File: src/q248alu_pkg.sv
package q248alu_pkg;

  // port widths fixed by the item format
  localparam int IO_WIDTH  = 32;
  localparam int CMD_WIDTH = 4;

  // default configuration of the datapath
  localparam int FRACTION_BITS_DEF = 8;
  localparam int WORD_WIDTH_DEF    = 32;

  // command codes
  typedef enum logic [CMD_WIDTH-1:0] {
    CMD_ADD = 4'd0,
    CMD_SUB = 4'd1,
    CMD_MUL = 4'd2,
    CMD_DIV = 4'd3,
    CMD_LT  = 4'd4,
    CMD_GT  = 4'd5,
    CMD_LE  = 4'd6,
    CMD_GE  = 4'd7,
    CMD_EQ  = 4'd8,
    CMD_NE  = 4'd9,
    CMD_MIN = 4'd10,
    CMD_MAX = 4'd11,
    CMD_INC = 4'd12,
    CMD_DEC = 4'd13
  } cmd_t;

endpackage

File: src/q248alu_div_stage.sv
module q248alu_div_stage import q248alu_pkg::*; #(
  parameter int WORD_WIDTH = WORD_WIDTH_DEF,
  parameter int DVD_WIDTH  = WORD_WIDTH_DEF + FRACTION_BITS_DEF,
  parameter int SIDE_WIDTH = WORD_WIDTH_DEF + 4
) (
  input  logic                  clk,
  input  logic                  rst,
  input  logic                  ena,
  input  logic                  in_vld,
  input  logic [WORD_WIDTH-1:0] in_rem,
  input  logic [DVD_WIDTH-1:0]  in_dvd,
  input  logic [WORD_WIDTH-1:0] in_dsr,
  input  logic [SIDE_WIDTH-1:0] in_side,
  output logic                  out_vld,
  output logic [WORD_WIDTH-1:0] out_rem,
  output logic [DVD_WIDTH-1:0]  out_dvd,
  output logic [WORD_WIDTH-1:0] out_dsr,
  output logic [SIDE_WIDTH-1:0] out_side
);

  logic [WORD_WIDTH:0]   shifted;
  logic [WORD_WIDTH+1:0] diff;
  logic                  borrow;

  // one restoring step: bring down the next dividend bit and try a subtract
  always_comb begin
    shifted = {in_rem, in_dvd[DVD_WIDTH-1]};
    diff    = {1'b0, shifted} - {2'b00, in_dsr};
    borrow  = diff[WORD_WIDTH+1];
  end

  // stage register, quotient bits shift in at the bottom of the dividend
  always_ff @(posedge clk) begin
    if (rst) begin
      out_vld <= 1'b0;
    end else if (ena) begin
      out_vld <= in_vld;
    end
    if (ena) begin
      out_rem  <= borrow ? shifted[WORD_WIDTH-1:0] : diff[WORD_WIDTH-1:0];
      out_dvd  <= {in_dvd[DVD_WIDTH-2:0], ~borrow};
      out_dsr  <= in_dsr;
      out_side <= in_side;
    end
  end

endmodule

File: config.mk
export PLATFORM = sky130hd
export DESIGN_NAME = q248alu_div_stage
export DESIGN_NICKNAME = d
export VERILOG_FILES = /design/src/q248alu_pkg.sv /design/src/q248alu_div_stage.sv
export SDC_FILE = /design/constraint.sdc
export NUM_CORES = 1
export LEC_CHECK = 0
export ABC_AREA = 1
export BUFFER_PORTS_ARGS = -buffer_cell sky130_fd_sc_hd__buf_4
export CORE_AREA = 2 2 132 134
export DETAILED_ROUTE_END_ITERATION = 7
export DIE_AREA = 0 0 134 136
export PLACE_DENSITY_LB_ADDON = 0.08
export RECOVER_POWER = 25
export SYNTH_ARGS = -nofsm -noshare
export SYNTH_HDL_FRONTEND = slang
export SYNTH_SLANG_ARGS = --single-unit
File: constraint.sdc
create_clock -name clk -period 1.7 [get_ports clk]
set_input_delay 0.085 -clock clk [delete_from_list [all_inputs] [get_ports clk]]
set_output_delay 0.085 -clock clk [all_outputs]
set_load 0.01 [all_outputs]
Word-level counts from Yosys, hierarchy flattened
Index checks and enable logic that the tools add are counted.
- input bits: 144
- bits in writable memories: 0
- register bits after elaboration: 141
- memory bits (read-only): 0
- latch bits: 0
- output and inout port bits: 141
- memories: 0
- magnitude comparators: 0
- shifts and indexed selects: 0
- equality and inequality tests: 0
- $add $sub $neg: 1
- reductions and logical operators: 0
- $mul: 0
- bitwise gates (word level): 1
- div/mod/pow operators: 0
- mux-type cells: 1
- operators with widths (cell ; number):
    33-bit by 32-bit subtractor with 34-bit output ; 1
    32-bit two-way mux ; 1
    1-bit NOT ; 1

Depth between registers and ports, before layout
Gate-level depths: netlist of run 1.
- word-level depth: 2
- depth in mapped cells: 15

Worst setup path before layout of run 1
No wires, ideal clock.
- path kind: input to register
- start point: input port in_dvd[39]
- end point: register out_rem[28], data pin
- path slack: -54 ps
- stages on the path: 14
- path buffers: 0
- data arrival time: 1502 ps
- cells stage by stage: inv_1 ha_1 inv_1 fa_1 nand3_1 nand3_1 nand2_1 nand2_1 nand2_1 nand2_1 nand2_1 nand3_1 nand3_2 nand2_1
- cells in the longest elaborated chain, start to end: 2
- RTL lines (what ; line ; RTL):
    start, declared ; q248alu_div_stage.sv:11 ; input logic [DVD_WIDTH-1:0] in_dvd,
    33-bit by 32-bit subtractor with 34-bit output ; q248alu_div_stage.sv:28 ; diff = {1'b0, shifted} - {2'b00, in_dsr};
    32-bit two-way mux ; q248alu_div_stage.sv:40 ; out_rem <= borrow ? shifted[WORD_WIDTH-1:0] : diff[WORD_WIDTH-1:0];
    end signal, assigned ; q248alu_div_stage.sv:40 ;
    end, declared ; q248alu_div_stage.sv:15 ; output logic [WORD_WIDTH-1:0] out_rem,
Every way passes these cells.
A chain may end at the register's enable or synchronous reset.

Final worst setup path of run 1
- start point: input port in_rem[1]
- end point: register out_rem[27], data pin
- cells in the longest elaborated chain, start to end: 2
- RTL lines (what ; line ; RTL):
    start, declared ; q248alu_div_stage.sv:10 ; input logic [WORD_WIDTH-1:0] in_rem,
    33-bit by 32-bit subtractor with 34-bit output ; q248alu_div_stage.sv:28 ;
    32-bit two-way mux ; q248alu_div_stage.sv:40 ;
Every way passes these cells.

==> results.py, run 1 <==
metrics = {
    "run_status": {
        "status": "finished, final reports clean",
    },
    "cts": {
        "cts_tree": "yes",
        "h-tree-depth": 4,
        "clock_latency_ns": 0.42,
        "ctsResizeCount": 0,
        "postCtsSetupBuffers": 0,
        "clockRootBuffer": "clkbuf_16",
        "cts_made_buffers": 17,
        "numClockSinks": 141,
        "clk_path_buf_depth": 2,
        "clk_pin_slew_ns": 0.06,
        "hold_buffers": 130,
    },
    "floorplanning": {
        "io_pins": 285,
        "fp.dieH_um": 136,
        "core_area_um2": 16900,
        "row_count": 48,
        "start_util_pct": 43.7,
        "die_x_um": 134,
        "die_area_um2": 18200,
    },
    "timing": {
        "fin_skew_ns": 0,
        "relSlewSlack_pct": 27.1,
        "rsz0062_at_grt": "false",
        "slew_violations": 0,
        "finalHoldViolCount": 0,
        "worst_slew_pin_slew_ns": 1.09,
        "clock.fmax_mhz": 647,
        "fin_hold_ws_ns": 0.0236,
        "layout_setup_ws_ns": 0.155,
        "period_minus_slack_ns": 1.54,
        "period_share_pct": 90.9,
        "setup_viol": 0,
    },
    "detailed_routing": {
        "final_antenna_net_count": 0,
        "wl_um": 25400,
        "avgRoutedWirePerCell_um": 16.2,
        "first_pass_iters": 5,
        "drc": 0,
        "drtIter0Drc": 383,
        "via_count": 7296,
        "vias_per_cell": 4.66,
    },
    "layout": {
        "drive_above_1_share_pct": 34.6,
        "final_cell_mix": "buf_4 (360), nand2_1 (264), inv_1 (142)",
        "finalInstanceArea_um2": 12600,
        "utilization_pct": 74.6,
        "areaGrowthSynthToFinish_pct": 70.7,
        "fin_cells": 1565,
        "final_common_cell": "buf_4",
        "fin_nets": 1505,
        "antenna_cells": 0,
    },
    "yosys": {
        "netlist.area_leader.share_pct": 57.0,
        "yosysWarningCount": 0,
        "synth.avg_cell_area_um2": 9.43,
        "synth_area_um2": 7370,
        "synth_cell_type_count": 32,
        "ys_ff_latch": 141,
        "synth_area_leaders": "edfxtp_1 (57%), nand2_1 (13%), inv_1 (7.2%)",
        "netlist_instances": 782,
        "yosysSeqAreaShare_pct": 57.3,
        "synth_nets": 959,
        "synth_top_area_cell": "edfxtp_1",
    },
    "critical_path": {
        "cp.required_ns": 1.88,
        "regToRegSetupSlack_ns": 0.56,
        "crit_type": "input pin to flip-flop",
        "end_kind": "flip-flop",
        "cp_max_fo": 3,
        "startpoint_type": "input pin",
        "arrival_ns": 1.72,
    },
    "power": {
        "ir_drop_v": 0.000733,
        "power_density_nw_per_um2": 875,
        "power.leakage_nw": 6.30,
    },
    "grt": {
        "grt_pass1_vias": 7206,
        "grt_overflow": 0,
        "antenna_found_initial": 0,
        "grt_pass1_wl_um": 38200,
        "grtUsageTotal_pct": 27.8,
        "grt_start_max_net_pins": 57,
    },
    "place": {
        "io_buffers": 284,
        "gp_congestion": 0.906,
        "pre_cts_ws_ns": -0.248,
        "post-place-cells": 1404,
        "place_hpwl_um": 17800,
        "placed_area_um2": 10700,
    },
    "worst_hold_path": {
        "hp-class": "input pin to flip-flop",
    },
    "run": {
        "maxCapViolations": 0,
    },
}
-- synth_stat cells, drive strengths merged --
cell and n:
nand2 270, inv 145, edfxtp 140, nand3 72, nor2 45, ha 32, a21oi 19, xor2 15
and2 10, buf 9, nand4 7, nand3b 5, nor3 4, o21bai 3, and3 1, dfxtp 1
fa 1, mux2i 1, o21ai 1, or2 1
-- cell families after synthesis --
family / synth area share [%]
multiplexers: 0.136
flip-flops: 57.3
AND/OR/NAND/NOR: 25.0
buffers and inverters: 8.40
AO/OA/AOI/OAI: 1.71
XOR/XNOR: 1.78
adder cells (fa/ha/maj): 5.70
-- sequential cells by signal, summed over array words and instances, names as in the netlist --
signal    cells
out_rem      32
out_vld       1
out_side     36
out_dsr      32
out_dvd      40
-- per-stage QoR --
stage / power (W) / setup TNS (ns)
floorplan: 0.00543 / 0
global placement: 0.00686 / -6.90
detailed placement: 0.00689 / -7.56
CTS: 0.0110 / 0
global route: 0.0115 / 0
finish: 0.0110 / 0
-- critical path: stages --
cell      delay, ns
buf_4          0.11
ha_1           0.32
buf_4          0.15
or2_2          0.27
nand3_1        0.08
nand2_1        0.11
nand2_1        0.09
nand2_1        0.12
nand2_1        0.13
nand3b_1       0.11
nand3_2        0.09
nand2_1        0.05
-- worst paths after layout --
kind / start / endpoint / cells after the start
max: in_rem[1] / out_rem[27]$_DFFE_PP_ / 12
min: in_dvd[39] / out_rem[0]$_DFFE_PP_ / 3
max reg2reg: out_vld$_SDFFE_PP0P_ / out_vld$_SDFFE_PP0P_ / 3
min reg2reg: out_vld$_SDFFE_PP0P_ / out_vld$_SDFFE_PP0P_ / 3
-- power by group --
part | internal, W | total [W] | switching, W | leakage (nW)
registers | 0.00423 | 0.00434 | 0.000116 | 1.38
clock network | 0.00234 | 0.00391 | 0.00157 | 0.291
logic | 0.00143 | 0.00276 | 0.00133 | 4.63
-- area by class of cell --
type / count / area, µm²
clock buffers: 17 / 425
clock inverters: 14 / 184
fillers: 1238 / 4290
inverters: 145 / 544
multi-input cells: 487 / 2530
flip-flops and latches: 141 / 4220
well taps: 225 / 282
repair buffers: 536 / 4400
-- routing by layer --
metal / GRT usage (%) / share of wire [%]
met1: 32.6 / 40
met2: 49.9 / 51
met3: 6.19 / 6.8
met4: 10.5 / 2.9
met5: 0 / 0
(Power assumes the default switching activity.)
==> run 2, diff against run 1 <==
- MAX_ROUTING_LAYER: not set -> met4
==> results.py, run 2 (synthesis gave the netlist of run 1 again) <==
metrics = {
    "run_status": {
        "status": "finished, final reports clean",
    },
    "grt": {
        "grtUsageTotal_pct": 29.1,
        "use_met2_pct": 50.2,
        "grt.busiest_layer": "met2",
        "grt_pass1_vias": 7309,
        "use_met3_pct": 5.59,
        "grt_pass1_wl_um": 38800,
        "antenna_found_initial": 0,
        "use_met1_pct": 33.9,
        "grt_overflow": 0,
        "grt_start_max_net_pins": 49,
    },
    "layout": {
        "drive_above_1_share_pct": 34.8,
        "fin_cells": 1564,
        "final_common_cell": "buf_4",
        "fill_cells": 1232,
        "reg.largest.list": "out_dvd (40), out_side (36)",
        "largest_register": "out_dvd",
        "finalInstanceArea_um2": 12600,
        "multi_input_area_um2": 2540,
        "areaGrowthSynthToFinish_pct": 70.6,
        "fin_nets": 1503,
        "final_cell_mix": "buf_4 (370), nand2_1 (263), inv_1 (142)",
        "seqCellArea_um2": 4220,
        "antenna_cells": 0,
        "largest_reg_flops": 40,
    },
    "detailed_routing": {
        "avgRoutedWirePerCell_um": 16.3,
        "drtIter0Drc": 356,
        "wl_um": 25400,
        "drc": 0,
        "via_count": 7258,
        "final_antenna_net_count": 0,
        "first_pass_iters": 5,
        "vias_per_cell": 4.64,
    },
    "timing": {
        "finalHoldViolCount": 0,
        "relSlewSlack_pct": 45.3,
        "fin_hold_ws_ns": 0.0219,
        "rsz0062_at_grt": "false",
        "worst_slew_pin_slew_ns": 0.820,
        "period_minus_slack_ns": 1.57,
        "setup_viol": 0,
        "slew_violations": 0,
        "clock.fmax_mhz": 637,
        "period_share_pct": 92.4,
        "fin_skew_ns": 0,
    },
    "run": {
        "maxCapViolations": 0,
    },
    "place": {
        "post-place-cells": 1403,
        "placed_area_um2": 10700,
        "gp_congestion": 0.901,
        "place_hpwl_um": 17800,
        "io_buffers": 284,
    },
    "cts": {
        "numClockSinks": 141,
        "clock_latency_ns": 0.42,
        "clk_pin_slew_ns": 0.06,
        "clk_path_buf_depth": 2,
        "cts_made_buffers": 17,
        "clockRootBuffer": "clkbuf_16",
        "cts_tree": "yes",
        "h-tree-depth": 4,
    },
    "power": {
        "power_density_nw_per_um2": 863,
        "clock_power_share_pct": 34.5,
        "power.share.sequential_pct": 40.0,
        "p_int_w": 0.00773,
        "ir_drop_v": 0.000740,
        "switching_share_pct": 28.8,
        "power.leakage_nw": 6.29,
        "power_switching_w": 0.00313,
        "pwr-share-comb_pct": 25.6,
    },
    "critical_path": {
        "r2r-end": "out_vld$_SDFFE_PP0P_",
        "setup.worst_path.start": "in_rem[19]",
        "cp.required_ns": 1.88,
        "crit_end": "out_rem[8]$_DFFE_PP_",
        "rr_worst_depth": 3,
        "arrival_ns": 1.75,
        "cp_max_fo": 16,
        "crit_type": "input pin to flip-flop",
        "startpoint_type": "input pin",
        "rr_startpoint": "out_vld$_SDFFE_PP0P_",
        "regToRegSetupSlack_ns": 0.51,
        "end_kind": "flip-flop",
    },
    "floorplanning": {
        "io_pins": 285,
        "die_x_um": 134,
        "start_util_pct": 43.7,
        "row_count": 48,
        "core_area_um2": 16900,
        "fp.dieH_um": 136,
        "die_area_um2": 18200,
    },
    "worst_hold_path": {
        "hp-class": "input pin to flip-flop",
    },
}
-- run 2: metrics by stage --
stage | util (%) | TNS [ns] | total power, W | worst slack, ns
final | 74.5 | 0 | 0.0109 | 0.129
after CTS | 74.7 | 0 | 0.0108 | 0.108
after global routing | 74.5 | 0 | 0.0113 | 0.00753
after floorplan | - | 0 | 0.00543 | 0.0101
after detailed placement | 63.6 | -7.71 | 0.00690 | -0.320
after global placement | 63.6 | -7.42 | 0.00686 | -0.314
-- run 2: worst min-delay path by stage --
stage,from,endpoint,slack [ns],cells past startpoint
6_report,in_dvd[39],out_rem[0]$_DFFE_PP_,0.02,3
4_1_cts,in_rem[26],out_rem[27]$_DFFE_PP_,0.01,3
3_3_place_gp,rst,out_vld$_SDFFE_PP0P_,0.25,2
5_1_grt,in_rem[26],out_rem[27]$_DFFE_PP_,0.03,3
2_1_floorplan,rst,out_vld$_SDFFE_PP0P_,0.16,1
3_5_place_dp,rst,out_vld$_SDFFE_PP0P_,0.24,2
-- run 2: layer usage --
layer / part of all wire, % / up-vias
met5: 0 / -
met4: 3.0 / 0
met3: 5.7 / 44
met2: 51 / 245
met1: 41 / 3360
li1: - / 3609
-- run 2: what timing repair did --
| item | CTS | global route |
|---|---|---|
| hold endpoints to repair | 128 | 0 |
| endpoints found under the setup margin | 0 | 2 |
| hold buffers | 129 | 0 |
| resized for setup | 0 | 2 |
| buffers inserted | 0 | 0 |
-- run 2: power groups by stage --
| stage | Clock [W] | Sequential (W) | Combinational [W] |
|---|---|---|---|
| 2_1_floorplan | 0 | 0.00457 | 0.000868 |
| 3_3_place_gp | 0 | 0.00439 | 0.00247 |
| 3_5_place_dp | 0 | 0.00439 | 0.00250 |
| 4_1_cts | 0.00376 | 0.00432 | 0.00276 |
| 5_1_grt | 0.00392 | 0.00436 | 0.00302 |
| 6_report | 0.00374 | 0.00434 | 0.00278 |
-- run 2: area by class of cell --
| type | count | share of cell area [%] |
|---|---|---|
| flip-flops and latches | 141 | 33.6 |
| repair buffers | 534 | 35.1 |
| clock buffers | 18 | 3.41 |
| multi-input cells | 487 | 20.2 |
| well taps | 225 | 2.24 |
| clock inverters | 14 | 1.19 |
| inverters | 145 | 4.33 |
-- run 2: critical path, stage by stage --
cell	delay, ns
buf_4	0.11
ha_1	0.36
nand2_2	0.13
inv_2	0.04
nand2_1	0.05
nand3_1	0.10
a21oi_2	0.18
nor2_1	0.08
nor2_4	0.19
nand2_8	0.10
buf_12	0.17
nand2_1	0.08
nand2_1	0.05
==> run 3, diff against run 2 <==
- ABC_AREA: 1 -> 0
- CORE_AREA: 2 2 132 134 -> 2 2 127 129
- DIE_AREA: 0 0 134 136 -> 0 0 129 131
- REMOVE_ABC_BUFFERS: not set -> 1
==> results.py, run 3 <==
metrics = {
    "run_status": {
        "status": "complete, but fails checks",
        "violations": "negative setup slack",
    },
    "layout": {
        "largest_register": "out_dvd",
        "drive_above_1_share_pct": 48.1,
        "utilization_pct": 78.7,
        "final_cell_mix": "buf_4 (289), edfxtp_1 (140), dlygate4sd3_1 (137)",
        "areaGrowthSynthToFinish_pct": 87.5,
        "largest_reg_flops": 40,
        "reg.largest.list": "out_dvd (40), out_side (36)",
        "fin_nets": 1190,
        "final_common_cell": "buf_4",
        "fill_cells": 973,
    },
    "run": {
        "maxCapViolations": 0,
    },
    "floorplanning": {
        "die_x_um": 129,
        "start_util_pct": 42.0,
        "fp.dieH_um": 131,
        "row_count": 46,
        "core_area_um2": 15600,
        "io_pins": 285,
        "die_area_um2": 16900,
    },
    "grt": {
        "grtUsageTotal_pct": 26.8,
        "grt_pass1_wl_um": 32900,
        "grt_pass1_vias": 6172,
        "grt_start_max_net_pins": 69,
        "antenna_found_initial": 1,
        "grt_overflow": 0,
    },
    "timing": {
        "clock.fmax_mhz": 401,
        "slew_violations": 0,
        "fin_skew_ns": 0,
        "setup_viol": 33,
        "worst_slew_pin_slew_ns": 0.505,
        "period_minus_slack_ns": 2.49,
        "relSlewSlack_pct": 66.0,
        "rsz0062_at_grt": "true",
        "finalHoldViolCount": 0,
        "period_share_pct": 147,
        "layout_setup_ws_ns": -0.792,
    },
    "cts": {
        "clk_pin_slew_ns": 0.06,
        "clk_path_buf_depth": 2,
        "cts_tree": "yes",
        "clockRootBuffer": "clkbuf_16",
        "cts_made_buffers": 17,
        "clock_latency_ns": 0.41,
        "numClockSinks": 141,
        "h-tree-depth": 4,
    },
    "yosys": {
        "synth_area_leaders": "edfxtp_1 (64%), ha_1 (6.1%), mux2_1 (4.5%)",
        "muxShareOfSynthArea_pct": 5.64,
        "synth_top_family_by_area": "compound AO/OA/AOI/OAI gates",
        "yosysMostFrequentCell": "edfxtp_1",
        "synth_cell_type_count": 59,
        "synth-edff-count": 140,
        "synthAdderAreaFrac_pct": 6.42,
        "synth_top_area_cell": "edfxtp_1",
        "synth_ff_type": "edfxtp_1",
        "synth_compound_area_share_pct": 10.9,
        "synth_common_cells": "edfxtp_1 (140), inv_1 (40), ha_1 (32)",
        "synth_area_um2": 6550,
        "synthArstFlopShare_pct": 0,
        "ys_ff_latch": 141,
        "yosysSeqAreaShare_pct": 64.5,
        "synth-xor-area-share_pct": 3.21,
        "netlist_instances": 462,
        "synth_simple_gate_area_share_pct": 6.31,
        "netlist.area_leader.share_pct": 64.2,
        "yosysWarningCount": 0,
        "synth.avg_cell_area_um2": 14.2,
    },
    "critical_path": {
        "setup.worst_path.start": "in_dvd[39]",
        "startpoint_type": "input pin",
        "arrival_ns": 2.66,
        "cp.required_ns": 1.87,
        "cp_max_fo": 2,
        "rr_worst_depth": 3,
        "rr_startpoint": "out_vld$_SDFFE_PP0P_",
        "crit_type": "input pin to flip-flop",
        "end_kind": "flip-flop",
    },
    "detailed_routing": {
        "first_pass_iters": 4,
        "wl_um": 22400,
        "drc": 0,
        "via_count": 5958,
        "vias_per_cell": 4.79,
        "drtIter0Drc": 251,
        "avgRoutedWirePerCell_um": 18.1,
        "final_antenna_net_count": 0,
    },
    "worst_hold_path": {
        "hp-start": "in_rem[27]",
        "hp-class": "input pin to flip-flop",
        "holdPathStages": 3,
    },
    "place": {
        "io_buffers": 284,
        "gp_congestion": 0.891,
        "place_hpwl_um": 14400,
    },
    "power": {
        "ir_drop_v": 0.000809,
        "power_density_nw_per_um2": 914,
        "power.leakage_nw": 5.45,
        "p_total_w": 0.0112,
    },
}
run 3: changes by cell type after synthesis, moves of 14 or more:
cell | previous run | this run
nor2_1 | 41 | 16
nand2_1 | 264 | 26
mux2_1 | 0 | 26
xnor2_1 | 0 | 15
nand3_2 | 14 | 0
nand3_1 | 58 | 5
inv_1 | 142 | 40
run 3: timing repair:
action	CTS	global route
hold buffers	137	0
gates cloned	4	0
setup buffers	15	7
hold endpoints to repair	145	0
endpoints found under the setup margin	33	33
resized for setup	52	42
pin swaps	16	25
run 3: through the flow:
stage	std cells	setup TNS (ns)	area (µm²)	setup WS (ns)	hold WS, ns
6_report	1243	-18.86	12300	-0.792	0.0714
2_1_floorplan	455	-34.81	6500	-1.14	0.157
5_1_grt	1243	-21.62	12300	-0.867	0.0728
4_1_cts	1238	-17.97	12100	-0.824	0.0437
3_5_place_dp	1050	-37.03	9670	-1.40	0.263
3_3_place_gp	1050	-35.80	9670	-1.34	0.244
run 3: worst max-delay path, stage by stage:
cell and delay (ns):
buf_8 0.10, inv_6 0.05, ha_4 0.13, inv_2 0.04, fa_2 0.34, a211oi_2 0.27, o211a_1 0.27, o31ai_4 0.07
a221o_1 0.38, a2111oi_4 0.39, buf_4 0.20, xnor2_2 0.07, mux2_4 0.26
run 3: area by class of cell:
class                   count  area (µm²)  share of cell area (%)
clock buffers              18         429                    3.50
inverters                  40         155                    1.26
flip-flops and latches    141        4220                    34.4
well taps                 216         270                    2.20
repair buffers            539        4520                    36.8
diodes                      1        2.50                  0.0204
clock inverters            14         184                    1.50
multi-input cells         274        2490                    20.3
run 3: final timing paths:
kind | endpoint | slack [ns]
min | out_rem[28]$_DFFE_PP_ | 0.07
max | out_rem[22]$_DFFE_PP_ | -0.79
min reg2reg | out_vld$_SDFFE_PP0P_ | 1.14
max reg2reg | out_vld$_SDFFE_PP0P_ | 0.49
run 3: report_power, final:
group / switching, W / leakage, nW / internal [W]
logic: 0.00126 / 3.78 / 0.00173
clock network: 0.00153 / 0.293 / 0.00234
registers: 0.000108 / 1.38 / 0.00424
total: 0.00290 / 5.45 / 0.00831
run 3: logic make-up (layout without fill, tap and decap cells):
kind of cell,Yosys count,count (layout)
flops,141,141
simple gates,85,85
buf+inv,47,611
compound gates,99,99
fa+ha+maj,33,33
mux,33,33
xor+xnor,24,24
other cells,0,1
run 3: metal layers:
metal / global-route usage (%) / up-vias / wire [µm]
met1: 29.1 / 2820 / 8600
met5: - / - / 0
met4: 10.2 / 0 / 701
met2: 47.9 / 223 / 11900
met3: 6.07 / 43 / 1250
li1: - / 2872 / -
